[config.mk]
export PLATFORM = sky130hd
export DESIGN_NAME = iibf_front
export DESIGN_NICKNAME = d
export VERILOG_FILES = /design/src/design/iibf_pkg.sv /design/src/design/iibf_front.sv
export SDC_FILE = /design/constraint.sdc
export NUM_CORES = 1
export LEC_CHECK = 0
export ABC_AREA = 0
export BUFFER_PORTS_ARGS = -buffer_cell sky130_fd_sc_hd__buf_2
export CORE_UTILIZATION = 65
export CTS_CLUSTER_SIZE = 16
export DETAILED_ROUTE_END_ITERATION = 8
export MAX_ROUTING_LAYER = met4
export PLACE_DENSITY = 0.9
export SKIP_CTS_REPAIR_TIMING = 1
export SLEW_MARGIN = 20
export SYNTH_ARGS = -nofsm -noshare
export SYNTH_HDL_FRONTEND = slang
export SYNTH_SLANG_ARGS = --single-unit
[constraint.sdc]
create_clock -name clk_i -period 44.5 [get_ports clk_i]
set_input_delay 8.9 -clock clk_i [delete_from_list [all_inputs] [get_ports clk_i]]
set_output_delay 8.9 -clock clk_i [all_outputs]
set_load 0.05 [all_outputs]
[src/design/iibf_pkg.sv]
// Shared constants, types and codes of the integral image box filter.
package iibf_pkg;

  localparam int MAX_WIDTH  = 256;
  localparam int MAX_HEIGHT = 256;
  localparam int CHANNELS   = 4;

  // Field and register widths.
  localparam int PIX_W   = 8;
  localparam int CFG_W   = 9;
  localparam int QRY_W   = 8;
  localparam int NUM_CFG = 4;
  localparam int IDX_W   = 2;
  localparam int OUT_CH  = 4;

  // Coordinates and sizes.
  localparam int COL_W  = $clog2(MAX_WIDTH);
  localparam int ROW_W  = $clog2(MAX_HEIGHT);
  localparam int DIM_W  = COL_W + 1;
  localparam int DIMY_W = ROW_W + 1;
  localparam int AREA_W = DIM_W + DIMY_W;
  localparam int ADDR_W = ROW_W + COL_W;

  // Summed-area arithmetic.
  localparam int SUM_W = 24;
  localparam int RUN_W = 16;
  localparam int REM_W = AREA_W + 1;
  localparam int CNT_W = $clog2(SUM_W + 1);

  localparam int FIFO_DEPTH = 2;
  localparam int FPTR_W     = $clog2(FIFO_DEPTH);
  localparam int FCNT_W     = $clog2(FIFO_DEPTH + 1);

  // Register indexes.
  localparam logic [IDX_W-1:0] REG_IMAGE_WIDTH   = 2'd0;
  localparam logic [IDX_W-1:0] REG_IMAGE_HEIGHT  = 2'd1;
  localparam logic [IDX_W-1:0] REG_KERNEL_WIDTH  = 2'd2;
  localparam logic [IDX_W-1:0] REG_KERNEL_HEIGHT = 2'd3;

  // Request function codes.
  localparam logic FUNC_LOAD  = 1'b0;
  localparam logic FUNC_QUERY = 1'b1;

  typedef logic [CHANNELS-1:0][SUM_W-1:0] sat_word_t;

  // One classified request passed from front to back.
  typedef struct packed {
    logic                            is_query;
    logic [ROW_W-1:0]                row;
    logic [COL_W-1:0]                col;
    logic                            first_col;
    logic [CHANNELS-1:0][PIX_W-1:0]  pix;
    logic [DIM_W-1:0]                x1;
    logic [DIM_W-1:0]                x2;
    logic [DIMY_W-1:0]               y1;
    logic [DIMY_W-1:0]               y2;
    logic [AREA_W-1:0]               area;
  } cmd_t;

  typedef enum logic [2:0] {
    B_IDLE,
    B_LD_RD,
    B_LD_WR,
    B_Q_RD,
    B_Q_LAST,
    B_DIV,
    B_DONE
  } back_state_e;

endpackage

[src/design/iibf_front.sv]
// Front end: configuration registers, load position tracking and request classification.
module iibf_front
  import iibf_pkg::*;
(
  input  logic                 clk_i,
  input  logic                 rst_ni,
  input  logic                 cfg_we_i,
  input  logic [IDX_W-1:0]     cfg_index_i,
  input  logic [CFG_W-1:0]     cfg_data_i,
  input  logic                 accept_i,
  input  logic                 func_i,
  input  logic [PIX_W-1:0]     chan0_i,
  input  logic [PIX_W-1:0]     chan1_i,
  input  logic [PIX_W-1:0]     chan2_i,
  input  logic [PIX_W-1:0]     chan3_i,
  input  logic [QRY_W-1:0]     query_x_i,
  input  logic [QRY_W-1:0]     query_y_i,
  output cmd_t                 cmd_o
);

  logic [CFG_W-1:0] img_w_q, img_h_q, ker_w_q, ker_h_q;
  logic [COL_W-1:0] col_q, col_d;
  logic [ROW_W-1:0] row_q, row_d;

  logic [DIM_W-1:0]  w_eff;
  logic [DIMY_W-1:0] h_eff;
  logic [COL_W-1:0]  col_cur;
  logic [ROW_W-1:0]  row_cur;
  logic [DIM_W-1:0]  col_inc;
  logic [DIMY_W-1:0] row_inc;
  logic [DIM_W-1:0]  qx, hk, x1, x2;
  logic [DIMY_W-1:0] qy, vk, y1, y2;
  logic [DIM_W:0]    x2_raw;
  logic [DIMY_W:0]   y2_raw;
  logic [PIX_W-1:0]  chans [OUT_CH];

  // Hold configuration registers
  always_ff @(posedge clk_i or negedge rst_ni) begin
    if (!rst_ni) begin
      img_w_q <= CFG_W'(256);
      img_h_q <= CFG_W'(256);
      ker_w_q <= CFG_W'(3);
      ker_h_q <= CFG_W'(3);
    end else if (cfg_we_i) begin
      case (cfg_index_i)
        REG_IMAGE_WIDTH:   img_w_q <= cfg_data_i;
        REG_IMAGE_HEIGHT:  img_h_q <= cfg_data_i;
        REG_KERNEL_WIDTH:  ker_w_q <= cfg_data_i;
        REG_KERNEL_HEIGHT: ker_h_q <= cfg_data_i;
        default: ;
      endcase
    end
  end

  // Clamp image size to the supported range
  always_comb begin
    if (img_w_q == '0) begin
      w_eff = DIM_W'(1);
    end else if (32'(img_w_q) > MAX_WIDTH) begin
      w_eff = DIM_W'(MAX_WIDTH);
    end else begin
      w_eff = DIM_W'(img_w_q);
    end
    if (img_h_q == '0) begin
      h_eff = DIMY_W'(1);
    end else if (32'(img_h_q) > MAX_HEIGHT) begin
      h_eff = DIMY_W'(MAX_HEIGHT);
    end else begin
      h_eff = DIMY_W'(img_h_q);
    end
  end

  // Advance load position, restarting when it lies outside the image
  always_comb begin
    if (DIM_W'(col_q) >= w_eff || DIMY_W'(row_q) >= h_eff) begin
      col_cur = '0;
      row_cur = '0;
    end else begin
      col_cur = col_q;
      row_cur = row_q;
    end
    col_inc = DIM_W'(col_cur) + DIM_W'(1);
    row_inc = DIMY_W'(row_cur) + DIMY_W'(1);
    col_d   = col_q;
    row_d   = row_q;
    if (accept_i && func_i == FUNC_LOAD) begin
      if (col_inc >= w_eff) begin
        col_d = '0;
        row_d = (row_inc >= h_eff) ? '0 : row_inc[ROW_W-1:0];
      end else begin
        col_d = col_inc[COL_W-1:0];
        row_d = row_cur;
      end
    end
  end

  always_ff @(posedge clk_i or negedge rst_ni) begin
    if (!rst_ni) begin
      col_q <= '0;
      row_q <= '0;
    end else begin
      col_q <= col_d;
      row_q <= row_d;
    end
  end

  // Clip the query window to the image
  always_comb begin
    hk = DIM_W'(ker_w_q[CFG_W-1:1]);
    vk = DIMY_W'(ker_h_q[CFG_W-1:1]);
    qx = (DIM_W'(query_x_i) > w_eff - DIM_W'(1)) ? w_eff - DIM_W'(1) : DIM_W'(query_x_i);
    qy = (DIMY_W'(query_y_i) > h_eff - DIMY_W'(1)) ? h_eff - DIMY_W'(1)
                                                    : DIMY_W'(query_y_i);
    x1 = (qx >= hk) ? qx - hk : '0;
    y1 = (qy >= vk) ? qy - vk : '0;
    x2_raw = (DIM_W+1)'(qx) + (DIM_W+1)'(hk) + (DIM_W+1)'(1);
    y2_raw = (DIMY_W+1)'(qy) + (DIMY_W+1)'(vk) + (DIMY_W+1)'(1);
    x2 = (x2_raw > (DIM_W+1)'(w_eff)) ? w_eff : x2_raw[DIM_W-1:0];
    y2 = (y2_raw > (DIMY_W+1)'(h_eff)) ? h_eff : y2_raw[DIMY_W-1:0];
  end

  assign chans[0] = chan0_i;
  assign chans[1] = chan1_i;
  assign chans[2] = chan2_i;
  assign chans[3] = chan3_i;

  // Build the request for the back end
  always_comb begin
    cmd_o.is_query  = (func_i == FUNC_QUERY);
    cmd_o.row       = row_cur;
    cmd_o.col       = col_cur;
    cmd_o.first_col = (col_cur == '0);
    for (int c = 0; c < CHANNELS; c++) begin
      cmd_o.pix[c] = chans[c];
    end
    cmd_o.x1   = x1;
    cmd_o.x2   = x2;
    cmd_o.y1   = y1;
    cmd_o.y2   = y2;
    cmd_o.area = AREA_W'(x2 - x1) * AREA_W'(y2 - y1);
  end

endmodule

# ---- After elaboration in Yosys (flattened, before gate mapping)
# Index checks and enable logic that the tools add are counted.
dict set report classes {
  order_cmp 12
  n_reduce_logical 10
  eq_ne 3
  n_addsub 12
  bitwise_logic 1
  multipliers 1
  muxes 15
}
# cell count
set ops {}
lappend ops {{$mux W9} 10}
lappend ops {{$mux W8} 5}
lappend ops {{$add A10 B1 Y10 const B} 2}
lappend ops {{$add A9 B8 Y10} 2}
lappend ops {{$gt A10 B9 Y1} 2}
lappend ops {{$sub A9 B9 Y10} 2}
lappend ops {{$add A8 B1 Y9 const B} 2}
lappend ops {{$ge A8 B9 Y1} 2}
lappend ops {{$ge A9 B8 Y1} 2}
lappend ops {{$ge A9 B9 Y1} 2}
lappend ops {{$gt A8 B9 Y1} 2}
lappend ops {{$gt A9 B9 Y1 const B} 2}
lappend ops {{$logic_not A9 Y1} 2}
lappend ops {{$mul A10 B10 Y18} 1}
lappend ops {{$sub A9 B1 Y9 const B} 2}
lappend ops {{$sub A9 B8 Y9} 2}
lappend ops {{$logic_not A8 Y1} 1}
lappend ops {{$reduce_and A2 Y1} 4}
lappend ops {{$eq A2 B2 Y1 const B} 2}
lappend ops {{$eq A2 B1 Y1 const B} 1}
lappend ops {{$logic_not A2 Y1} 1}
lappend ops {{$logic_and A1 B1 Y1} 1}
lappend ops {{$logic_or A1 B1 Y1} 1}
lappend ops {{$not A1 Y1} 1}
dict set report totals {
  elab_cells 60
  in_bits 64
  out_inout_bits 104
  reg_bits 52
}

# ---- Logic depth before layout (Yosys ltp)
# Gate-level depths: netlist of run 1.
dict set report depth {
  depth_word 12
  mapped_depth 56
}

# ---- Worst setup path before layout of run 1
# OpenSTA, ideal clock, no wires.
dict set report synth_path {
  path_kind {input to output}
  start {input port query_y_i[1]}
  end {output port cmd_o[17] (netlist name)}
  stages 47
  arrival_ns 19.948
  required_time_ns 35.600
  setup_slack_ns 15.652
  n_path_buf 2
  path_cell_list {ha_1 -> nor2b_1 -> o21a_1 -> o21a_1 -> o21a_1 -> o21a_1 -> o211ai_1 -> a211o_1 -> buf_2 -> mux2_2 -> fa_1 -> o21bai_1 -> a21oi_1 -> nor2_1 -> o21ba_2 -> o21a_1 -> nor2_1 -> o21bai_1 -> [11 not listed] -> clkbuf_1 -> nand2b_1 -> fa_1 -> fa_1 -> inv_1 -> fa_1 -> fa_1 -> inv_1 -> fa_1 -> inv_1 -> ha_1 -> o21ai_0 -> nand2b_1 -> o31a_1 -> nand4_1 -> a31oi_1 -> a31o_2 -> xnor2_1}
}
# element line_no
set synth_rtl {}
lappend synth_rtl {{from (decl)} iibf_front.sv:17} ;# input logic [QRY_W-1:0] query_y_i,
lappend synth_rtl {{to (decl)} iibf_front.sv:18} ;# output cmd_t cmd_o

==> key figures, run 1 <==
Global routing
  • Vias in the first global route: 9090
  • Largest net degree at the start of global routing: 51
  • Overall routing resource usage: 0.3175
  • Total global routing overflow: 0
  • Initial antenna violation count: 0
  • First-pass GRT wire length: approximately 44 mm

Worst setup path
  • Crit path max-delay cell type: xor2_1
  • WP buf/inv: 5
  • Worst r2r path cells: 24
  • CP endpoint kind: output port
  • Worst EP arrival: 20.66 ns
  • Worst Path Max Fanout: 10
  • CP Data Required Time: 35.60 ns
  • Top Family by Delay on Critical Path: adder cells
  • Worst setup SP type: primary input
  • Crit path kind: primary input to output port
  • CP Depth: 47
  • Crit-path most repeated cell: fa_1
  • CP peak stage delay: about 0.57 ns

Placement
  • Setup Slack @ Placement: 15.11 ns
  • Dpl hpwl: 21.87 mm
  • Input/output buffers: 103
  • Global placer's final weighted congestion: about 1

Finish
  • Post-layout util: 0.7005
  • Area growth from synthesis to layout: 5.580%
  • Final #Nets: 1657
  • # diodes: 0
  • Layout cells sized above 1: 0.1430

Logic synthesis
  • EDFF count, synth: 0
  • Most common cell in the netlist: inv_1
  • Synth Flop Type: dfrtp_1
  • Top cell type's share of synthesized area: 0.1940
  • Compound-cell area share of the yosys netlist: 0.1453
  • Largest family of logic cells by synthesized area: adder cells
  • Post-synthesis xor/xnor area fraction: 0.06516
  • Top cells by area, synth: ha_1, fa_1, dfrtp_1
  • Post-Syn Area: 10960 um2
  • Post-Synth Simple-Gate Area: 0.1503
  • Synth Warn #: 0
  • Syn Inst Count: 1282
  • Largest area contributor in the netlist: ha_1
  • FF+latch count, synth: 50
  • Sequential share of the synthesized area: 0.1146
  • Synth async-reset ratio: 1.000
  • Post-synth top cells: inv_1, ha_1, nor2_1, fa_1, nand2_1
  • Mapped Nets: 1604
  • Mux cell area share after synthesis: 0.07258
  • Post-synthesis adder-cell area fraction: 0.3547
  • Post-synthesis average cell area: 8.552 um2
  • Count of different cell masters after synthesis: between 60 and 70

Hold path
  • Min-delay worst type: register to register
  • Min-Delay Path Depth: 2

Route
  • Drt pass-1 iters: 6
  • DRT antenna net count: 0
  • WL per Instance: 16.92 um
  • Final WL: between 20 and 30 mm
  • # DRC: 0
  • Number of DRC markers in iteration 0: about 670
  • DR vias/cell: 5.946
  • Routed vias: 9252

Timing
  • Final setup viols: 0
  • Slew margin rel.: 0.2787
  • Setup TNS: 0 ns
  • Fin crit period: 29.56 ns
  • Fin. max-slew vios: 0
  • Worst-margin pin slew: 1.082 ns
  • Hold Slack: about 0.54 ns
  • RSZ-0062 raised after global routing: no
  • F_max: 33.83 MHz
  • Final worst-path cycle share: 0.6642
  • PnR worst setup slack: approximately 15 ns
  • Skew final: approximately 0.0080 ns
  • Final hold vios: 0

Clock tree
  • Longest Clk Path Bufs: 2
  • Num CTS Buffers: 5
  • Clock root cell: clkbuf_16
  • CTS clk-pin slew, worst paths: 0.07 ns
  • Worst-Skew Late Latency: 0.29 ns
  • CTS tree: done
  • H-Tree Depth: 2
  • Clock Sinks: 50

Die
  • Core footprint: roughly 17000 um2
  • Std-Cell Rows: 47
  • Die Width: 131.9 um
  • Num ports: 168
  • DIE AREA: 17390 um2
  • Die height: 131.9 um
  • Starting Density: 0.6635

Flow run
  • Max Cap Viol: 0

Status
  • Status: finished, final reports clean
==> layout by cell type (no fill, tap or decap), types with 3 or more instances in the layout <==
cell / n
inv_1: 192
a21oi_1: 57
mux2i_1: 21
o21a_1: 28
o21ai_1: 5
o21ai_0: 39
o31ai_1: 8
nand2b_1: 16
nand3_1: 15
dfrtp_1: 46
nand2_1: 72
xor2_1: 23
buf_4: 3
o211ai_1: 11
or4_1: 3
a31o_2: 5
and2_1: 19
a21boi_0: 12
nor2_1: 95
or3_1: 5
a22o_1: 5
clkbuf_16: 5
dfstp_2: 4
xnor2_1: 56
a31oi_1: 3
ha_1: 170
o21bai_1: 14
nor2b_1: 37
and3_1: 14
nand4_1: 10
or2_2: 11
nand3b_1: 5
nor3_1: 15
nor4_1: 6
fa_1: 88
a21o_1: 25
o31a_1: 3
buf_2: 102
mux2_2: 52
==> area by class of cell <==
| class | count | area [um2] |
|---|---|---|
| timing repair buffer | 105 | 533.0 |
| clock inverter | 3 | 26.28 |
| tap | 220 | 275.3 |
| fill | 1222 | 4949 |
| sequential | 50 | 1256 |
| inverter | 192 | 720.7 |
| multi-input combinational | 981 | 8640 |
| clock buffer | 5 | 125.1 |
==> worst register-to-register path: stages (launching register included) <==
cell and delay [ns]:
dfrtp_1 0.39, or3_1 0.44, or4_1 0.45, nor2_1 0.11, o21ai_1 0.22, inv_1 0.23, ha_1 0.25, nand2b_1 0.13
a21o_1 0.17, a21o_1 0.17, a21oi_1 0.18, o21ai_0 0.22, or2_2 0.53, nor2_1 0.27, ha_1 0.29, nand3_1 0.18
nor2_1 0.30, xnor2_1 0.17, nor2_1 0.06, ha_1 0.23, nor4_1 0.26, o21ai_0 0.33, a21oi_1 0.40, nand3_1 0.24
o311ai_0 0.42
==> sequential cells by signal (all words and copies together) (netlist names) <==
name,count
ker_h_q,8
row_q,8
ker_w_q,8
col_q,8
img_w_q,9
img_h_q,9
==> per-layer routing <==
metal	up-vias	global-route usage	part of all wire
li1	4385	-	-
met1	4375	0.4289	0.44
met2	432	0.5085	0.46
met3	60	0.03499	0.079
met4	0	0.08140	0.022
met5	-	-	0
==> kinds of logic (layout without fill, tap and decap cells) <==
kind of cell / count (synthesis) / after routing
AOI/OAI and AO/OA: 239 / 239
DFF: 50 / 50
buffers and inverters: 251 / 305
xor gates and xnor gates: 80 / 80
adders and majority gates: 258 / 258
muxes: 73 / 73
and+or+nand+nor: 331 / 331
==> worst paths after layout <==
kind / slack, ns / from / end
max reg2reg: 37.73 / img_w_q[4] / row_q[4]
min in group asynchronous: 8.63 / rst_ni / col_q[6]
min reg2reg: 0.54 / col_q[0] / col_q[0]
max: 14.94 / query_y_i[1] / cmd_o[16]
min: 0.54 / col_q[0] / col_q[0]
max in group asynchronous: 35.43 / rst_ni / row_q[7]
==> through the flow <==
step	instances	cell area (um2)
2_1_floorplan	1282	10960
3_3_place_gp	1548	11420
3_5_place_dp	1548	11420
4_1_cts	1556	11570
5_1_grt	1556	11580
6_report	1556	11580
Power of run 1 is not shown: default switching activity piles up to over one toggle a cycle in this logic, so the estimate is an artifact.
==> run 2: changes to the inputs <==
Settings changed: CORE_UTILIZATION 65 to 54, PLACE_DENSITY 0.9 to 0.79.
Clock period 44.5 ns to 26.5 ns, I/O delays scaled along.
==> key figures, run 2 (synthesis results as in run 1) <==
Status
  • Status: finished, final reports clean

Route
  • WL per Instance: 16.28 um (-3.8%)
  • Final WL: 26.08 mm (-0.95%)
  • # DRC: 0 (unchanged)
  • DR vias/cell: 5.680 (-4.5%)
  • Number of DRC markers in iteration 0: 737 (+9.8%)
  • DRT antenna net count: 0 (unchanged)
  • Drt pass-1 iters: 5 (-1)
  • Routed vias: 9099 (-1.7%)

Global routing
  • Largest net degree at the start of global routing: 51 (unchanged)
  • Vias in the first global route: 8985 (-1.2%)
  • Total global routing overflow: 0 (unchanged)
  • Overall routing resource usage: 0.2681 (-0.04936)
  • First-pass GRT wire length: 43.36 mm (-1.6%)
  • Initial antenna violation count: 0 (unchanged)

Worst setup path
  • Worst r2r path cells: 24 (unchanged)
  • Crit path max-delay cell type: a21oi_1
  • Worst Path Max Fanout: 11 (+1)
  • Register-to-register setup slack: 19.84 ns (-17.89 ns)
  • CP peak stage delay: 0.82 ns (+0.25 ns)
  • Crit-path most repeated cell: fa_1
  • CP endpoint kind: output port
  • Worst EP arrival: 16.99 ns (-3.67 ns)
  • Worst setup SP type: primary input
  • Crit path kind: primary input to output port
  • Crit Reg-Reg Startpoint: img_w_q[2]
  • CP Data Required Time: 21.20 ns (-14.40 ns)
  • Critical R2R Capture: row_q[4]

Hold path
  • Min-delay src: img_h_q[1]
  • Min-delay worst type: register to register
  • Min-Delay Path Depth: 1 (-1)
  • Hold EP: img_h_q[1]

Die
  • Core footprint: 19650 um2 (+19%)
  • Starting Density: 0.5579 (-0.1056)
  • Num ports: 168 (unchanged)
  • Std-Cell Rows: 51 (+8.5%)
  • Die height: 144.5 um (+9.6%)
  • Die Width: 144.5 um (+9.6%)
  • DIE AREA: 20880 um2 (+20%)

Timing
  • Final worst-path cycle share: 0.8411
  • Fin. max-slew vios: 0 (unchanged)
  • Final hold vios: 0 (unchanged)
  • Setup TNS: 0 ns (unchanged)
  • F_max: 44.86 MHz
  • PnR worst setup slack: 4.210 ns (-10.73 ns)
  • RSZ-0062 raised after global routing: no
  • Fin crit period: 22.29 ns
  • Worst-margin pin slew: 1.059 ns (-0.02260 ns)
  • Final setup viols: 0 (unchanged)
  • Skew final: 0.006274 ns (-0.001753 ns)
  • Slew margin rel.: 0.2937 (+0.01507)

Clock tree
  • Longest Clk Path Bufs: 2 (unchanged)
  • Num CTS Buffers: 5 (unchanged)
  • Clock Sinks: 50 (unchanged)
  • Worst-Skew Late Latency: 0.29 ns (about the same)
  • CTS clk-pin slew, worst paths: 0.07 ns (about the same)
  • Clock root cell: clkbuf_16
  • CTS tree: done
  • H-Tree Depth: 2 (unchanged)

Placement
  • Global placer's final weighted congestion: 1.000 (-0.17%)
  • Dpl hpwl: 21.89 mm (about the same)
  • Input/output buffers: 103 (unchanged)
  • Setup Slack @ Placement: 4.311 ns (-10.80 ns)

Finish
  • Final #Nets: 1658 (+0.060%)
  • Area growth from synthesis to layout: 6.162%
  • Most common cell after layout, fill and taps aside: inv_1
  • Register area: 1256 um2 (unchanged)
  • Most frequent cells in the layout: inv_1, ha_1, buf_2
  • Regs by FF count: img_h_q x9, img_w_q x9
  • FILL cells: 1765 (+44%)
  • Layout cells sized above 1: 0.1436 (+0.0006410)
  • # diodes: 0 (unchanged)
  • Multi-input logic area: 8640 um2 (unchanged)

Flow run
  • Max Cap Viol: 0 (unchanged)
[run 2: changes by cell type in the layout (fill, tap and decap cells not counted), sizes merged]
cell / delta
buf: +1
[run 2: how the worst max path moves through the flow]
stage | start | endpoint | slack [ns] | cells after the start
floorplan | query_y_i[1] | cmd_o[17] | 4.85 | 47
global placement | query_y_i[1] | cmd_o[16] | 4.57 | 47
detailed placement | query_y_i[1] | cmd_o[16] | 4.31 | 49
CTS | query_y_i[1] | cmd_o[16] | 4.29 | 49
global route | query_x_i[1] | cmd_o[16] | 3.45 | 48
finish | query_x_i[1] | cmd_o[16] | 4.21 | 48
[run 2: final cells by class]
| class | instances | share of cell area |
|---|---|---|
| Clock buffer | 5 | 0.01075 |
| Clock inverter | 3 | 0.002472 |
| Inverter | 192 | 0.06192 |
| Multi-Input combinational cell | 981 | 0.7422 |
| Sequential cell | 50 | 0.1079 |
| Tap cell | 265 | 0.02849 |
| Timing Repair Buffer | 106 | 0.04622 |
[run 2: layer usage]
metal,vias up,part of all wire,global-route usage
met5,-,0,-
met4,0,0.0080,0.03878
met3,23,0.068,0.02219
met2,311,0.46,0.4279
met1,4388,0.47,0.3780
li1,4377,-,-
[run 2: critical path, delay by kind of cell]
| kind | cells | cell delay [ns] |
|---|---|---|
| XOR/XNOR | 3 | 0.93 |
| adder cells (fa/ha/maj) | 11 | 4.42 |
| buffers and inverters | 5 | 0.55 |
| multiplexers | 2 | 0.76 |
| AND/OR/NAND/NOR | 8 | 0.97 |
| AO/OA/AOI/OAI | 19 | 4.02 |
[run 2: through the flow]
| stage | cells | hold WS, ns | instance area (um2) | util |
|---|---|---|---|---|
| 2_1_floorplan | 1282 | 0.4843 | 10960 | - |
| 3_3_place_gp | 1594 | 0.5031 | 11490 | 0.5844 |
| 3_5_place_dp | 1594 | 0.5169 | 11490 | 0.5844 |
| 4_1_cts | 1602 | 0.5332 | 11640 | 0.5922 |
| 5_1_grt | 1602 | 0.5433 | 11640 | 0.5922 |
| 6_report | 1602 | 0.5313 | 11640 | 0.5922 |
Power of run 2 is left out for the same reason.
==> run 3: changes to the inputs <==
Settings changed: ABC_AREA 0 to 1, CORE_UTILIZATION 54 to 55, PLACE_DENSITY 0.79 to 0.8.
Clock period 26.5 ns to 19.9 ns, I/O delays scaled along.
==> key figures, run 3 <==
Status
  • Status: finished, final reports clean

Timing
  • Final hold vios: 0 (unchanged)
  • Setup TNS: 0 ns (unchanged)
  • Worst-margin pin slew: 0.8112 ns (-0.2482 ns)
  • Skew final: 0.008966 ns (+0.002692 ns)
  • F_max: 53.31 MHz
  • PnR worst setup slack: 1.141 ns (-3.070 ns)
  • Final worst-path cycle share: 0.9427
  • RSZ-0062 raised after global routing: no
  • Final setup viols: 0 (unchanged)
  • Fin. max-slew vios: 0 (unchanged)
  • Fin crit period: 18.76 ns
  • Slew margin rel.: 0.4592 (+0.1654)

Logic synthesis
  • Top cell type's share of synthesized area: 0.1863 (-0.007696)
  • Largest area contributor in the netlist: ha_1
  • Post-synth top cells: nand2_1, inv_1, ha_1, nor2_1, o21ai_0
  • Synth Flop Type: dfrtp_1
  • Mapped Nets: 1963 (+22%)
  • Count of different cell masters after synthesis: 55 (-14%)
  • Post-synthesis average cell area: 6.957 um2 (-19%)
  • Sequential share of the synthesized area: 0.1100 (-0.004545)
  • Most common cell in the netlist: nand2_1
  • Synth async-reset ratio: 1.000 (unchanged)
  • FF+latch count, synth: 50 (unchanged)
  • Post-Syn Area: 11420 um2 (+4.1%)
  • Syn Inst Count: 1641 (+28%)
  • EDFF count, synth: 0 (unchanged)
  • Synth Warn #: 0 (unchanged)
  • Top cells by area, synth: ha_1, fa_1, nand2_1

Worst setup path
  • Worst setup endpoint: cmd_o[17]
  • Register-to-register setup slack: 14.33 ns (-5.51 ns)
  • CP peak stage delay: 0.62 ns (-0.20 ns)
  • Worst EP arrival: 14.78 ns (-2.21 ns)
  • Crit path kind: primary input to output port
  • WP buf/inv: 10 (+5)
  • Crit path max-delay cell type: xor2_1
  • Worst setup SP type: primary input
  • CP Launch Point: query_y_i[4]
  • Worst Path Max Fanout: 18 (+7)
  • Critical R2R Capture: row_q[1]
  • Crit Reg-Reg Startpoint: img_h_q[1]
  • CP Depth: 52 (+8.3%)
  • CP endpoint kind: output port
  • Crit-path most repeated cell: nand2_1
  • Worst r2r path cells: 27 (+13%)
  • Top Family by Delay on Critical Path: adder cells
  • CP Data Required Time: 15.92 ns (-5.28 ns)

Finish
  • Most frequent cells in the layout: nand2_1, inv_1, ha_1
  • Final #Nets: 2023 (+22%)
  • Layout cells sized above 1: 0.09871 (-0.04490)
  • Most common cell after layout, fill and taps aside: nand2_1
  • Area growth from synthesis to layout: 5.830%
  • # diodes: 0 (unchanged)
  • Regs by FF count: img_h_q x9, img_w_q x9

Route
  • # DRC: 0 (unchanged)
  • WL per Instance: 14.69 um (-9.7%)
  • DR vias/cell: 5.371 (-5.4%)
  • Drt pass-1 iters: 5 (unchanged)
  • DRT antenna net count: 0 (unchanged)
  • Final WL: 28.98 mm (+11%)
  • Number of DRC markers in iteration 0: 805 (+9.2%)
  • Routed vias: 10590 (+16%)

Clock tree
  • Clock Sinks: 50 (unchanged)
  • Longest Clk Path Bufs: 2 (unchanged)
  • CTS clk-pin slew, worst paths: 0.07 ns (about the same)
  • Worst-Skew Late Latency: 0.29 ns (about the same)
  • CTS tree: done
  • Num CTS Buffers: 5 (unchanged)
  • Clock root cell: clkbuf_16
  • H-Tree Depth: 2 (unchanged)

Placement
  • Global placer's final weighted congestion: 1.011 (+1.1%)
  • Setup Slack @ Placement: 1.271 ns (-3.040 ns)
  • Input/output buffers: 103 (unchanged)
  • Dpl hpwl: 24.66 mm (+13%)

Global routing
  • Vias in the first global route: 10330 (+15%)
  • Total global routing overflow: 0 (unchanged)
  • First-pass GRT wire length: 48.62 mm (+12%)
  • Overall routing resource usage: 0.2846 (+0.01655)
  • Largest net degree at the start of global routing: 51 (unchanged)
  • Initial antenna violation count: 0 (unchanged)

Die
  • DIE AREA: 21340 um2 (+2.2%)
  • Die height: 146.1 um (+1.1%)
  • Core footprint: 20300 um2 (+3.3%)
  • Std-Cell Rows: 52 (+2.0%)
  • Starting Density: 0.5624 (+0.004570)
  • Die Width: 146.1 um (+1.1%)
  • Num ports: 168 (unchanged)

Hold path
  • Min-delay worst type: register to register
  • Min-Delay Path Depth: 2 (+1)

Flow run
  • Max Cap Viol: 0 (unchanged)
## run 3: metrics by stage
step	utilization	cells	instance area, um2	hold slack [ns]
3_3_place_gp	0.5875	1964	11930	0.4692
5_1_grt	0.5952	1972	12080	0.5268
4_1_cts	0.5951	1972	12080	0.5006
3_5_place_dp	0.5875	1964	11930	0.4853
6_report	0.5952	1972	12080	0.5083
2_1_floorplan	-	1641	11420	0.4530
## run 3: metal layers
layer  GRT usage  part of all wire  vias to the layer above
met1      0.3522              0.43                     4961
met5           -                 0                        -
met3     0.02688             0.056                       51
met4     0.05938             0.021                        0
met2      0.5048              0.49                      372
li1            -                 -                     5208
## run 3: worst min path at each step
stage,from,endpoint,slack [ns]
after global placement,img_h_q[1],img_h_q[1],0.47
after CTS,img_w_q[6],img_w_q[6],0.50
after detailed placement,img_w_q[6],img_w_q[6],0.49
after global routing,img_h_q[0],img_h_q[0],0.53
final,img_w_q[6],img_w_q[6],0.51
after floorplan,img_h_q[0],img_h_q[0],0.45
## run 3: cell families after synthesis
logic type,synth area share
AOI/OAI and AO/OA,0.09940
adders and majority gates,0.3406
and+or+nand+nor,0.2553
xor gates and xnor gates,0.04592
buffers and inverters,0.1487
DFF,0.1100
## run 3: tightest hold or removal path, stage by stage, from the launching register on
cell and delay, ns:
dfrtp_1 0.36, nand2_1 0.05, o21ai_0 0.06
## run 3: cell type report
class | count | area, um2
inverter | 352 | 1324
tap | 270 | 337.8
sequential | 50 | 1256
multi-input combinational | 1185 | 8463
fill | 1939 | 8217
clock buffer | 5 | 125.1
clock inverter | 3 | 28.78
timing repair buffer | 107 | 548.0
Power of run 3 is left out for the same reason.
