==> config.mk <==
export PLATFORM = sky130hd
export DESIGN_NAME = iibf_fifo
export DESIGN_NICKNAME = d
export VERILOG_FILES = /design/src/design/iibf_pkg.sv /design/src/design/iibf_fifo.sv
export SDC_FILE = /design/constraint.sdc
export NUM_CORES = 1
export LEC_CHECK = 0
export BUFFER_PORTS_ARGS = -buffer_cell sky130_fd_sc_hd__buf_2
export CAP_MARGIN = 0
export CORE_ASPECT_RATIO = 0.7
export CORE_UTILIZATION = 56
export CTS_BUF_LIST = sky130_fd_sc_hd__clkbuf_8 sky130_fd_sc_hd__clkbuf_16
export CTS_CLUSTER_DIAMETER = 80
export DETAILED_ROUTE_END_ITERATION = 16
export PLACE_DENSITY = 0.83
export SYNTH_ARGS = -nofsm -noshare
export SYNTH_HDL_FRONTEND = slang
export SYNTH_SLANG_ARGS = --single-unit
==> constraint.sdc <==
create_clock -name clk_i -period 15.1 [get_ports clk_i]
set_clock_uncertainty 0.2 [all_clocks]
set_input_delay 0.755 -clock clk_i [delete_from_list [all_inputs] [get_ports clk_i]]
set_output_delay 0.755 -clock clk_i [all_outputs]
set_load 0.02 [all_outputs]
==> src/design/iibf_pkg.sv <==
// Shared constants, types and codes of the integral image box filter.
package iibf_pkg;

  localparam int MAX_WIDTH  = 256;
  localparam int MAX_HEIGHT = 256;
  localparam int CHANNELS   = 4;

  // Field and register widths.
  localparam int PIX_W   = 8;
  localparam int CFG_W   = 9;
  localparam int QRY_W   = 8;
  localparam int NUM_CFG = 4;
  localparam int IDX_W   = 2;
  localparam int OUT_CH  = 4;

  // Coordinates and sizes.
  localparam int COL_W  = $clog2(MAX_WIDTH);
  localparam int ROW_W  = $clog2(MAX_HEIGHT);
  localparam int DIM_W  = COL_W + 1;
  localparam int DIMY_W = ROW_W + 1;
  localparam int AREA_W = DIM_W + DIMY_W;
  localparam int ADDR_W = ROW_W + COL_W;

  // Summed-area arithmetic.
  localparam int SUM_W = 24;
  localparam int RUN_W = 16;
  localparam int REM_W = AREA_W + 1;
  localparam int CNT_W = $clog2(SUM_W + 1);

  localparam int FIFO_DEPTH = 2;
  localparam int FPTR_W     = $clog2(FIFO_DEPTH);
  localparam int FCNT_W     = $clog2(FIFO_DEPTH + 1);

  // Register indexes.
  localparam logic [IDX_W-1:0] REG_IMAGE_WIDTH   = 2'd0;
  localparam logic [IDX_W-1:0] REG_IMAGE_HEIGHT  = 2'd1;
  localparam logic [IDX_W-1:0] REG_KERNEL_WIDTH  = 2'd2;
  localparam logic [IDX_W-1:0] REG_KERNEL_HEIGHT = 2'd3;

  // Request function codes.
  localparam logic FUNC_LOAD  = 1'b0;
  localparam logic FUNC_QUERY = 1'b1;

  typedef logic [CHANNELS-1:0][SUM_W-1:0] sat_word_t;

  // One classified request passed from front to back.
  typedef struct packed {
    logic                            is_query;
    logic [ROW_W-1:0]                row;
    logic [COL_W-1:0]                col;
    logic                            first_col;
    logic [CHANNELS-1:0][PIX_W-1:0]  pix;
    logic [DIM_W-1:0]                x1;
    logic [DIM_W-1:0]                x2;
    logic [DIMY_W-1:0]               y1;
    logic [DIMY_W-1:0]               y2;
    logic [AREA_W-1:0]               area;
  } cmd_t;

  typedef enum logic [2:0] {
    B_IDLE,
    B_LD_RD,
    B_LD_WR,
    B_Q_RD,
    B_Q_LAST,
    B_DIV,
    B_DONE
  } back_state_e;

endpackage

==> src/design/iibf_fifo.sv <==
// Short request queue between front and back end.
module iibf_fifo
  import iibf_pkg::*;
(
  input  logic  clk_i,
  input  logic  rst_ni,
  input  logic  wr_i,
  input  cmd_t  wdata_i,
  output logic  full_o,
  input  logic  rd_i,
  output cmd_t  rdata_o,
  output logic  empty_o
);

  cmd_t              mem_q [FIFO_DEPTH];
  logic [FPTR_W-1:0] wptr_q, rptr_q;
  logic [FCNT_W-1:0] cnt_q;

  assign full_o  = (cnt_q == FCNT_W'(FIFO_DEPTH));
  assign empty_o = (cnt_q == '0);
  assign rdata_o = mem_q[rptr_q];

  // Store a request
  always_ff @(posedge clk_i) begin
    if (wr_i && !full_o) begin
      mem_q[wptr_q] <= wdata_i;
    end
  end

  // Advance pointers and fill count
  always_ff @(posedge clk_i or negedge rst_ni) begin
    if (!rst_ni) begin
      wptr_q <= '0;
      rptr_q <= '0;
      cnt_q  <= '0;
    end else begin
      if (wr_i && !full_o) begin
        wptr_q <= (32'(wptr_q) == FIFO_DEPTH - 1) ? '0 : wptr_q + FPTR_W'(1);
      end
      if (rd_i && !empty_o) begin
        rptr_q <= (32'(rptr_q) == FIFO_DEPTH - 1) ? '0 : rptr_q + FPTR_W'(1);
      end
      cnt_q <= cnt_q + FCNT_W'(wr_i && !full_o) - FCNT_W'(rd_i && !empty_o);
    end
  end

endmodule

After elaboration in Yosys (flattened, before gate mapping)

Memory sizes are Yosys's and may differ from the RTL's.
Index checks and enable logic that the tools add are counted.

Add/sub/neg operators: 4
Equality and inequality tests: 1
Multiplexer cells: 4
Reduce and logical (&&, ||, !) cells: 5

Operators by type and width:

| kind                | number |
|---|---|
| $mux 1              | 4 |
| $add 1x1->1 const B | 2 |
| $add 2x1->2         | 1 |
| $eq 2x2->1 const B  | 1 |
| $logic_and 1x1->1   | 2 |
| $logic_not 1->1     | 2 |
| $logic_not 2->1     | 1 |
| $sub 2x1->2         | 1 |

Bits in registers: 4
Memory bits (writable): 208
Output and inout bits: 106
Logic and storage cells: 18
Memories kept: 1

Memories:

| name  | words | width | read ports | clocked after memory_dff | write ports | RTL line        | RTL |
|---|---|---|---|---|---|---|---|
| mem_q | 2     | 104   | 1          | 0                        | 1           | iibf_fifo.sv:15 | `cmd_t mem_q [FIFO_DEPTH];` |

Longest topological paths before layout

Gate-level depths: netlist of the first run.

Word-level depth: 5
Gate-level depth with buffers: 7
Depth with buffers taken out: 7

Least setup slack after synthesis of the first run

OpenSTA, ideal clock, no wires.

Path kind: in2reg
From: in wr_i
To: mem mem_q[0][0] in the netlist's numbering (enable)
Library setup time: 0.568 ns
Data arrival time: 5.176 ns
Data required time: 14.332 ns
Slack: 9.156 ns
Stages on the path: 2
Path buffers: 0
Cells stage by stage: nand2_1 > nor2_1

Cells in the longest elaborated chain, start to end: 3

Ends and longest elaborated chain:

| item                         | RTL line        | RTL |
|---|---|---|
| start, declared              | iibf_fifo.sv:7  | `input logic wr_i,` |
| $logic_and 1x1->1            | iibf_fifo.sv:25 | `if (wr_i && !full_o) begin` |
| $mux 1                       | iibf_fifo.sv:25 |  |
| $mux 1 (not written as such) | iibf_fifo.sv:26 | `mem_q[wptr_q] <= wdata_i;` |
| end, declared                | iibf_fifo.sv:15 |  |

Every way passes these cells.

==> results of run 1 <==
==> timing repair <==
action,4_1_cts,5_1_grt
hold buffers,1,0
endpoints found under the setup margin,0,0
hold endpoints to repair,4,0
==> cell usage after synthesis <==
cell type / number
sky130_fd_sc_hd__dfrtp_1: 4
sky130_fd_sc_hd__buf_2: 5
sky130_fd_sc_hd__buf_6: 1
sky130_fd_sc_hd__inv_1: 2
sky130_fd_sc_hd__buf_8: 1
sky130_fd_sc_hd__xnor2_1: 3
sky130_fd_sc_hd__mux2_4: 50
sky130_fd_sc_hd__nor2b_1: 1
sky130_fd_sc_hd__nor2_1: 2
sky130_fd_sc_hd__ha_1: 2
sky130_fd_sc_hd__nand2_1: 1
sky130_fd_sc_hd__edfxtp_1: 208
sky130_fd_sc_hd__buf_12: 5
sky130_fd_sc_hd__mux2_2: 54
sky130_fd_sc_hd__xor2_1: 1
sky130_fd_sc_hd__nand2b_1: 1
sky130_fd_sc_hd__and3_1: 1
==> worst max-delay path, delay by kind of cell (launching register included) <==
family                 cells  cell delay (ns)
buffers and inverters      2             0.84
flip-flops                 1             1.08
multiplexers               1             0.42
==> registers in the layout, summed over array words and instances, names as in the netlist <==
register / count
rptr_q: 1
cnt_q: 2
mem_q: 208
wptr_q: 1
==> how the worst max path moves through the flow <==
stage / start / endpoint / slack (ns) / depth (start not counted)
floorplan: wr_i / mem_q[0][0] / 9.16 / 2
detailed placement: rptr_q / rdata_o[90] / 11.76 / 3
CTS: rptr_q / rdata_o[90] / 11.22 / 3
global route: rptr_q / rdata_o[90] / 11.15 / 3
finish: rptr_q / rdata_o[90] / 11.29 / 3
global placement: rptr_q / rdata_o[90] / 11.78 / 3
==> through the flow <==
stage	util, %	hold WS (ns)	setup slack (ns)	std cells	area [um^2]
detailed placement	65.97	0.3215	11.76	737	9153
CTS	70.63	0.2338	11.22	776	9799
floorplan	-	0.2594	9.156	342	7954
finish	70.63	0.2504	11.29	776	9799
global placement	65.97	0.2836	11.78	737	9153
global route	70.63	0.2308	11.15	776	9799
==> per-layer routing <==
layer / global-route usage, % / share of wire (%) / vias to the layer above
met3: 5.957 / 9.0 / 33
met2: 31.47 / 49 / 189
met4: 5.749 / 2.2 / 4
li1: - / - / 1819
met5: 0 / 0.16 / -
met1: 23.23 / 40 / 1931
==> final cells by class <==
class / instances / area [um^2]
inverters: 2 / 7.507
clock buffers: 21 / 525.5
clock inverters: 17 / 111.4
flip-flops and latches: 212 / 6350
repair buffers: 218 / 1106
multi-input cells: 116 / 1461
fillers: 904 / 4074
well taps: 190 / 237.7
==> power by group through the flow <==
stage,Clock (uW),Sequential [uW],Combinational (uW)
2_1_floorplan,0,856,527
3_3_place_gp,0,882,638
3_5_place_dp,0,893,651
4_1_cts,485,882,655
5_1_grt,506,892,687
6_report,473,879,646
==> logic make-up (layout without fill, tap and decap cells) <==
| group | count (synthesis) | in the layout | synth area share, % |
|---|---|---|---|
| flip-flops | 212 | 212 | 79.79 |
| multiplexers | 104 | 104 | 17.08 |
| buffers and inverters | 14 | 258 | 1.998 |
| AND/OR/NAND/NOR | 6 | 6 | 0.3777 |
| XOR/XNOR | 4 | 4 | 0.4405 |
| adder cells (fa/ha/maj) | 2 | 2 | 0.3146 |
==> impl.org, run 1 <==
** Run status
- The flow ran to the end, and the final reports show no timing, DRC or antenna violations.

** Timing
- Count of endpoints failing setup in the final report :: 0
- The final count of hold timing violations is 0.
- RSZ-0062 raised after global routing :: no
- Worst rel slew slack :: 31.24%
- Derived from the worst setup path, the maximum achievable clock frequency is 262.8 MHz.
- Period Utilization, post-route :: between 20% and 30%
- The final max-slew violation count is 0.
- Post-layout minimum cycle time :: approximately 3.8 ns
- Total negative slack :: 0 ns
- Measured slew at the worst slew-check pin :: roughly 1.0 ns

** Pwr
- For this design the total switching power over the nets is ~640 uW.
- Static leakage :: slightly below 0.004 uW
- Sequential fraction of design power :: 44.0%
- Proportion of power drawn by the clock network :: 23.7%
- Power per cell area :: about 200 nW/um^2
- Net switching is between 30 and 40% of the power.
- Across the VDD grid, the largest voltage drop is 120.7 uV.
- Internal cell power :: approximately 1400 uW
- Total power consumption of the routed design :: 1998 uW
- Of the total power, combinational logic draws 32.4%.

** Drt
- Vias per cell :: 5.124
- Violation count after the first detailed-routing iteration :: 198
- The count of nets left with antenna violations once routing finished came out at 0.
- Total Routed Length :: roughly 14000 um
- After detailed routing, the average wire length per cell comes to 18.10 um.
- Total DRC errors in the routed layout :: 0
- The first detailed-routing pass ran for 4 iterations.
- Summing over every cut layer, the via total after detailed routing is 3976.

** Clock tree
- After clock tree synthesis, the repair step resized 0 gates.
- The later pin in the worst-skew pair is clocked with a latency of between 0.4 and 0.5 ns.
- In this run, CTS created clock tree buffers numbering 21.
- TritonCTS built the clock tree.
- The tree is rooted in a sky130_fd_sc_hd__clkbuf_16.
- After clock tree synthesis, the clock-pin slew on the worst setup and hold paths is 0.06 ns.
- The longest clock path from root to sink contains 3 buffers.
- In this run the number of H-tree levels came out at 1.
- After clock tree synthesis, the setup repair step added 0 buffers.
- Sinks on Clock Net :: 212

** Floorplanning
- Starting density of the core :: roughly 57%
- Top-level port count :: around 210
- The floorplan step defined a core boundary enclosing 13870 um^2.
- Full die area :: 14690 um^2
- Measured along the y axis, the die boundary spans 101.7 um.
- Horiz. Die Dim :: between 100 and 150 um
- Row count :: 36

** Critical path
- Maximum cell stage delay along the critical path :: 1.08 ns
- Largest fanout of any net on the critical path :: 70
- The worst setup path is launched from a flip-flop.
- Counting cells, the worst reg-to-reg path comes to 3.
- The worst setup path is captured at an output pin.
- Data on the critical path arrives at its endpoint at around 2.9 ns.
- At the worst endpoint, the required time is 14.15 ns.
- The signal on the critical path passes through buf_4 -> mux2_2 -> buf_2.
- Critical setup path kind :: reg2out
- End of the worst register-to-register path :: mem_q[1][35]
- Worst-path cell with the longest stage delay :: sky130_fd_sc_hd__dfrtp_4
- Setup slack on the worst reg-to-reg path comes out at 12.56 ns.
- In this run the critical register-to-register path is launched from cnt_q[0].

** Worst hold path
- The min-delay analysis places its worst path in the category in2reg.
- Along the worst hold path, the cell count comes to 1.
- For hold timing, the worst endpoint is mem_q[0][5].
- The startpoint identified for the worst hold timing path is wdata_i[5].

** Yosys
- Synthesized area per cell :: 23.26 um^2
- Number of standard cells after synthesis :: about 340
- Counting flops and latches in the post-synthesis netlist gives 212.
- Largest cells by area after synthesis :: sky130_fd_sc_hd__edfxtp_1 79%, sky130_fd_sc_hd__mux2_4 9.4%, sky130_fd_sc_hd__mux2_2 7.6%, sky130_fd_sc_hd__buf_12 1.3%, sky130_fd_sc_hd__dfrtp_1 1.3%
- For this run, the number of Yosys warnings is 0.
- The synthesized netlist occupies a cell area of between 7000 and 8000 um^2.
- Share of Yosys cell area claimed by the top area cell type :: 78.53%
- Portion of the post-synthesis area used by sequential elements :: 79.79%
- Count of cell types in the netlist :: 17
- The largest total area in the synthesized netlist belongs to sky130_fd_sc_hd__edfxtp_1.
- The number of nets in the synthesized netlist is 452.

** Global route
- Wire length of the first global-routing pass :: 20420 um
- Remaining Overflow, GRT :: 0
- The initial antenna violation count is 2.
- Vias in the first global route :: 3945
- Entering global routing, the biggest net connects 79 pins.
- For this run, the total global-route usage over all layers was measured as 18.67%.

** Finish
- In the layout the commonest cells are 213 x sky130_fd_sc_hd__buf_2, 208 x sky130_fd_sc_hd__edfxtp_1, 54 x sky130_fd_sc_hd__mux2_2.
- The final layout contains 681 nets.
- Diode insertion count for antenna repair :: 0
- Share of layout cells above drive strength 1 :: 59.90%
- Compared with the post-synthesis result, the final layout area differs by 23.20%.
- Leaving out fill and tap cells, the most frequent cell in the layout is sky130_fd_sc_hd__buf_2.

** Place
- Total of buffers placed on input and output ports :: around 210
- Post-detailed-placement half-perimeter wirelength :: 9383 um
- The congestion estimate from routability-driven global placement came to 0.6894.

** Flow run
- Across the run, the number of max-cap violations was 0.
Note: power is estimated with default switching activity, not from simulation.
==> run 2, diff against run 1 <==
Settings changed: ABC_AREA set to 1, CORE_UTILIZATION 56 to 47, PLACE_DENSITY 0.83 to 0.75.
Clock period 15.1 ns to 3.36 ns, I/O delays scaled along.
==> run 2 against run 1 <==
  * Highest routed layer is now met4
  * Sequential power increased to 4.4 times the previous value
  * Final area up 10%
  * Via count up 34%
  * Wire length increased by 25%
  * Setup slack worse by 11 ns
  * Total power grew to 4.6 times the previous value
  * Count of clock-buffer cells in the layout stayed put
  * Register-to-register slack got worse by 11 ns
  * Clock power grew to 4.5 times the previous value
  * Non-clock buffer count grew 110
  * Core utilization shrank 4.5 points
  * Critical endpoint is now rdata_o[9]
  * Sequential share of layout area fell by 5.9 points
==> impl.org, run 2 <==
** Floorplanning
- Once the floorplan was initialized, standard cells occupied 47.96% of the core.
- The total area inside the core boundary comes to 16300 um^2.
- Horiz. Die Dim :: roughly 160 um
- between 200 and 250 I/O pins were placed.
- Row count :: 39
- The floorplan step defined a die boundary enclosing 17160 um^2.
- The floorplan step set the die height to between 100 and 150 um.

** Critical path
- The worst register-to-register path has a depth of 4.
- Worst setup slack for register-to-register paths :: ~1.3 ns
- At the worst endpoint, the required time is 2.99 ns.
- The critical path starts at rptr_q.
- In this run the worst setup path terminates at rdata_o[9].
- Source of the worst register-to-register timing path :: cnt_q[1]
- Of all nets on the critical path, the largest fanout is 60.
- Maximum cell stage delay along the critical path :: 0.76 ns
- The endpoint identified for the worst register-to-register timing path is mem_q[1][33].
- Launching element type of the critical path :: flip-flop
- Worst-path cell with the longest stage delay :: sky130_fd_sc_hd__dfrtp_4
- The signal on the critical path passes through buf_4 -> nand2_1 -> nand2_1 -> buf_2.
- By instance count, the cell type seen most on the critical path is sky130_fd_sc_hd__nand2_1.
- The critical path is of the reg2out type.
- STA classifies the critical path endpoint as an output pin.
- Data arrival at the endpoint of the critical path :: 2.39 ns

** Finish
- From synthesis to final layout, the design area changed by 37.99%.
- Diode insertion count for antenna repair :: 0
- Share of layout cells above drive strength 1 :: 27.04%
- Max reg flops :: 208
- For this run, the number of standard cells in the final layout without fillers is between 1000 and 1500.
- Core utilization of the finished layout :: 66.18%
- In the layout the commonest cells are 325 x sky130_fd_sc_hd__nand2_1, 213 x sky130_fd_sc_hd__buf_2, 208 x sky130_fd_sc_hd__edfxtp_1.
- After filler insertion, the fill cell instance count of the layout stands at 1136.
- Most flop-heavy register :: mem_q
- Area of all placed cells without fillers :: around 11000 um^2
- Commonest non-fill, non-tap cell in the layout :: sky130_fd_sc_hd__nand2_1
- After the last flow step, the layout net total stands at 1015.
- In the final layout, the registers with the most flip-flops are mem_q x208, cnt_q x2.

** Timing
- Static timing analysis puts the maximum clock frequency at between 300 and 400 MHz.
- The final count of hold timing violations is 0.
- After layout, the worst path uses 81.94% of the clock period.
- Count of endpoints failing setup in the final report :: 0
- Measured slew at the worst slew-check pin :: around 0.81 ns
- The final max-slew violation count came to 0.
- Counting I/O delays and the setup requirement, the final critical path takes 2.753 ns.
- Worst rel slew slack :: a little under half
- Adding up every negative setup slack in the final design gives 0 ns.
- RSZ-0062 raised after global routing :: no

** Clock tree
- Clock-pin slew of the registers on the worst-case setup and hold paths :: roughly 0.060 ns
- Sinks on Clock Net :: 212
- Root Buffer :: sky130_fd_sc_hd__clkbuf_16
- After clock tree synthesis, the repair step resized 0 gates.
- Post-CTS setup buffers :: 0
- The clock passes through at most 3 buffers.
- Buffers inserted during clock tree synthesis total 21.
- In this run the number of H-tree levels came out at 1.
- Skew-Pair Late Insertion Delay :: 0.48 ns
- Post-cts hold buffer count :: 108
- Clock tree from TritonCTS :: built

** Drt
- The routed layout has between 5000 and 6000 vias.
- Final routed wire length divided by cell count :: 15.38 um
- After detailed routing, the number of vias per cell comes to about 4.7.
- Violation count after the first detailed-routing iteration :: 300
- The count of nets left with antenna violations once routing finished came out at 0.
- Total DRC errors in the routed layout :: 0
- After detailed routing, the total wire length is 17560 um.
- First-pass iteration count of the detailed router :: 7

** Worst hold path
- Hold Path Depth :: 2
- Worst min-delay path category :: in2reg

** Yosys
- Counting instances in the post-synthesis netlist gives the leading cell types as 325 x sky130_fd_sc_hd__nand2_1, 208 x sky130_fd_sc_hd__edfxtp_1, 10 x sky130_fd_sc_hd__buf_2, 10 x sky130_fd_sc_hd__inv_1, 9 x sky130_fd_sc_hd__buf_4.
- Number of standard cells after synthesis :: 577
- Netlist area before placement :: ~8000 um^2
- Post-synth EDFFs :: 208
- Ys Warns :: 0
- Synthesized area per cell :: 13.55 um^2
- Area leader, netlist :: sky130_fd_sc_hd__edfxtp_1
- Yosys mapped the design onto 11 distinct sky130hd cell types.
- Portion of the post-synthesis area used by sequential elements :: between 80% and 90%
- Yosys instantiated no cell more often than sky130_fd_sc_hd__nand2_1.
- The share of synthesized area in the top cell type comes to 79.91%.
- Yosys attributes the largest share of cell area to sky130_fd_sc_hd__edfxtp_1 80%, sky130_fd_sc_hd__nand2_1 16%, sky130_fd_sc_hd__dfrtp_1 1.3%, sky130_fd_sc_hd__buf_4 0.86%, sky130_fd_sc_hd__buf_2 0.64%.
- Synthesis inferred 212 register bits.
- The number of nets in the synthesized netlist is approximately 700.
- Among all flip-flop cells after synthesis, the most frequent one is sky130_fd_sc_hd__edfxtp_1.
- Async S/R FF share, synth :: under 10%

** Place
- At the end of routability-driven placement, the weighted congestion stood at 0.7465.
- Once detailed placement completed, the half-perimeter wirelength came to 9742 um.
- After detailed placement, the total cell area comes to 9092 um^2.
- Including well taps, the total number of placed cells is 999.
- Buffers placed on the I/O ports in this run total 213.

** Pwr
- Dividing total power by cell area gives a power density of 853.4 nW/um^2.
- Static leakage :: 0.004681 uW
- IR analysis of the VDD net gives a maximum drop of 556.8 uV.

** Flow run
- Max-cap violations in this run came to 0.

** Global route
- For this run, the total global-route usage over all layers was measured as roughly a fifth.
- The first global-routing pass estimated between 20000 and 30000 um of wire.
- The via count of the first global-routing pass was 5367.
- The initial antenna violation count is 0.
- Entering global routing, the biggest net connects 61 pins.
- Remaining Overflow, GRT :: 0

** Run status
- Status :: finished, final reports clean
## run 2: changes by cell type in the layout (fill, tap and decap cells not counted), moves of 3 or more
cell / change
sky130_fd_sc_hd__clkinv_2: -3
sky130_fd_sc_hd__mux2_4: -50
sky130_fd_sc_hd__dlygate4sd3_1: +107
sky130_fd_sc_hd__xnor2_1: -3
sky130_fd_sc_hd__nand3_1: +3
sky130_fd_sc_hd__mux2_2: -54
sky130_fd_sc_hd__inv_1: +6
sky130_fd_sc_hd__nand2_1: +324
## run 2: cell families (layout without fill, tap and decap cells)
| logic type | Yosys count | after routing | synth area share [%] |
|---|---|---|---|
| flops | 212 | 212 | 81.19 |
| buf+inv | 34 | 374 | 2.641 |
| simple gates | 329 | 329 | 15.85 |
| fa+ha+maj | 2 | 2 | 0.3201 |
## run 2: worst max-delay path, delay by kind of cell, from the launching register on
kind	cells	cell delay (ns)
buffers and inverters	2	0.81
AND/OR/NAND/NOR	2	0.25
flip-flops	1	0.76
## run 2: final cells by class
type,count,area (um^2),area share (%)
multi-input combinational,331,1271,11.79
timing repair buffer,328,2225,20.63
clock buffer,21,525.5,4.872
sequential,212,6350,58.87
inverter,11,46.29,0.4292
tap,225,281.5,2.610
clock inverter,14,86.33,0.8005
## run 2: stage by stage
step | setup WS (ns) | hold slack (ns) | power, uW
global route | 0.4893 | 0.2043 | 9723
floorplan | 0.1128 | -0.3276 | 5980
finish | 0.6069 | 0.2152 | 9204
detailed placement | 1.141 | -0.2144 | 7031
global placement | 1.166 | -0.2150 | 6976
CTS | 0.6271 | 0.1991 | 9226
## run 2: report_power, final
| group | internal [uW] | switching (uW) |
|---|---|---|
| logic | 951 | 2310 |
| registers | 3610 | 220 |
| clock network | 1200 | 908 |
| total | 5760 | 3440 |
## run 2: worst min-delay path by stage
stage | start | to | slack [ns]
final | wdata_i[88] | mem_q[1][88] | 0.22
after global routing | wdata_i[3] | mem_q[1][3] | 0.20
after CTS | wdata_i[69] | mem_q[1][69] | 0.20
after detailed placement | rst_ni | wptr_q | -0.21
after global placement | rst_ni | rptr_q | -0.21
after floorplan | rst_ni | cnt_q[0] | -0.33
## run 2: per-layer routing
metal	GRT usage (%)	part of all wire [%]	up-vias
li1	-	-	2591
met1	22.31	40	2503
met2	37.95	50	192
met3	6.385	8.6	28
met4	4.692	1.6	0
met5	0	0	-
==> run 3, diff against run 2 <==
Settings changed: CORE_UTILIZATION 47 to 52, PLACE_DENSITY 0.75 to 0.78.
Clock period 3.36 ns to 2.8 ns, I/O delays scaled along.
==> run 3 against run 2 <==
  * Global-route usage increased by 3.0 points
  * Register-to-register slack got worse by 0.35 ns
  * Final area increased by 0.14%
  * Critical endpoint is now rdata_o[95]
  * Hold slack got worse by 0.035 ns
  * Cell count decreased by 2.5%
  * Critical path type unchanged
  * Clock power increased by 23%
  * Total power increased by 21%
==> impl.org, run 3 (synthesis gave the netlist of run 2 again) <==
** Run status
- The run finished with clean final reports.

** Clock tree
- Post-CTS setup buffers :: 0
- Number of clock buffers inserted by TritonCTS :: 20
- The tree is rooted in a sky130_fd_sc_hd__clkbuf_16.
- Sinks on Clock Net :: 212
- CTS built an H-tree with a depth of 1.
- Clock-pin slew of the registers on the worst-case setup and hold paths :: about 0.06 ns
- The clock passes through at most 3 buffers.
- TritonCTS built the clock tree.
- Resize count post-CTS :: 0
- Post-cts hold buffer count :: 108
- The clock reaches the later pin of the worst-skew pair after 0.47 ns.

** Drt
- Total Routed Length :: roughly 18000 um
- The count of nets left with antenna violations once routing finished came out at 0.
- Total DRC errors in the routed layout :: 0
- Violation count after the first detailed-routing iteration :: approximately 330
- Summing over every cut layer, the via total after detailed routing is roughly 5500.
- Final routed wire length divided by cell count :: about 16 um
- Dividing the detail-routed via count by the number of cells gives 4.900.
- Before antenna repair, the detailed router went through 4 iterations.

** Pwr
- Across the VDD grid, the largest voltage drop is roughly 650 uV.
- Sequential fraction of design power :: 40.4%
- Internal cell power :: 7039 uW
- Total power consumption of the routed design :: 11160 uW
- Summed over all cells, the static leakage comes to 0.004707 uW.
- Combinational group share of total power :: 36.4%
- Proportion of power drawn by the clock network :: 23.3%
- Net switching is between 30% and 40% of the power.
- For this design the total switching power over the nets is 4118 uW.
- Power per cell area :: between 1000 and 1500 nW/um^2

** Finish
- Counting flops per register, the top entry is mem_q.
- The layout has slightly above 900 filler cells.
- Area of all placed cells without fillers :: 10800 um^2
- Of the cells placed in the final design, the portion with a size suffix greater than 1 is around 27%.
- Number of nets in the layout :: 1015
- Top flop regs :: mem_q x208, cnt_q x2
- Diode insertion count for antenna repair :: 0
- Measured on the finished design, the core utilization comes to 73.60%.
- Highest-count cells in the layout ignoring fill and taps :: 325 x sky130_fd_sc_hd__nand2_1, 213 x sky130_fd_sc_hd__buf_2, 208 x sky130_fd_sc_hd__edfxtp_1
- Commonest non-fill, non-tap cell in the layout :: sky130_fd_sc_hd__nand2_1
- Final std cells w/o fill :: 1113
- Max reg flops :: 208
- P&R area growth vs syn :: 38.18%

** Place
- Input and output buffers added on the ports amount to ~210.
- Once placement completed, the tool counted placed cells totaling 970.
- Summing all placed instances gives a cell area of 9089 um^2.
- Weighted congestion reported at the end of routability-driven placement :: 0.8028
- Detailed placement finished with a half-perimeter wire length of 9999 um.

** Worst hold path
- Hold path startpoint :: wdata_i[73]
- Hold Path Depth :: 2
- Capture endpoint of the worst hold path :: mem_q[0][73]
- Worst min-delay path category :: in2reg

** Global route
- Antenna violations before repair :: 0
- Vias in the first global route :: 5585
- The first global-routing pass estimated 27480 um of wire.
- For this run the aggregate overflow at the end of global routing stands at 0.
- In the global route stage, overall resource usage came out at 23.13%.
- Maximum number of pins on one net before global-route repair :: 106

** Floorplanning
- The core region is 14680 um^2.
- Vertical die dimension :: 104.6 um
- Full die area :: 15530 um^2
- In this run the count of I/O pins placed on the die edge is 214.
- The initial utilization of the core area, before any placement, comes to 53.26%.
- After floorplanning, the core was divided into 37 placement rows.
- The die is 148.5 um wide.

** Critical path
- Data on the critical path is required at its endpoint by 2.46 ns.
- Maximum cell stage delay along the critical path :: 0.50 ns
- The worst setup path is captured at an output pin.
- The worst setup path is launched from a flip-flop.
- Worst setup slack for register-to-register paths :: 0.98 ns
- End of the worst register-to-register path :: mem_q[0][34]
- The worst register-to-register path begins at cnt_q[1].
- The slowest stage of the critical path is the sky130_fd_sc_hd__dfrtp_4 cell.
- Critical setup path kind :: reg2out
- Critical path buffers and inverters :: 3
- Data arrival at the endpoint of the critical path :: 1.89 ns
- Cells along the critical path :: inv_4 -> buf_4 -> nand2_1 -> nand2_1 -> buf_2
- Launching element of the worst setup path :: rptr_q
- Of all nets on the critical path, the largest fanout is 24.
- Among cell families on the critical path, the largest total delay comes from buffers and inverters.
- R2R depth :: 4
- The most numerous cell type found on the critical path is sky130_fd_sc_hd__nand2_1.

** Timing
- Measured slew at the worst slew-check pin :: about 0.55 ns
- Setup violations remaining at the end of the flow were counted as 0.
- RSZ-0062 raised after global routing :: no
- Worst rel slew slack :: 63.04%
- Static timing analysis puts the maximum clock frequency at 447.6 MHz.
- The final max-slew violation count was 0.
- In the final timing run, aggregate negative setup slack is 0 ns.
- The routed design could run at a clock period as short as 2.234 ns.
- The final count of hold timing violations came to 0.
- Period Utilization, post-route :: 79.78%

** Flow run
- Max-cap violations in this run came to 0.
==> run 3: changes by cell type in the layout (fill, tap and decap cells not counted), sizes merged <==
cell	delta
clkinvlp	-1
bufinv	+1
buf	+1
==> run 3: through the flow <==
step                worst slack [ns]  hold slack [ns]
floorplan                    0.05232          -0.3556
global placement               1.008          -0.2471
detailed placement            0.9737          -0.2462
CTS                           0.5215           0.1577
global route                  0.4362           0.1717
finish                        0.5661           0.1800
==> run 3: final cells by class <==
class	instances	area, um^2	share of cell area (%)
flip-flops and latches	212	6350	58.79
clock buffers	21	525.5	4.866
inverters	11	47.55	0.4402
clock inverters	14	105.1	0.9731
multi-input cells	331	1271	11.77
repair buffers	329	2257	20.90
well taps	195	244.0	2.259
==> run 3: routing by layer <==
layer	track usage, %	up-vias	share of wire, %	wire length (um)
met4	5.523	0	1.8	325
met1	28.24	2620	39	6935
met5	0	-	0	0
met3	6.288	27	8.6	1535
li1	-	2591	-	-
met2	40.75	216	51	9020
==> run 3: worst max-delay path by stage <==
stage	endpoint	slack [ns]	cells after the start
floorplan	mem_q[0][0]	0.05	4
global placement	mem_q[0][36]	1.01	5
detailed placement	mem_q[0][30]	0.97	4
CTS	rdata_o[92]	0.52	5
global route	rdata_o[96]	0.44	5
finish	rdata_o[95]	0.57	5
==> run 3: power groups by stage <==
stage	registers [uW]	logic, uW	clock network [uW]
6_report	4510	4060	2600
3_3_place_gp	4530	3850	0
5_1_grt	4560	4430	2770
3_5_place_dp	4570	3930	0
4_1_cts	4500	4070	2630
2_1_floorplan	4540	2620	0
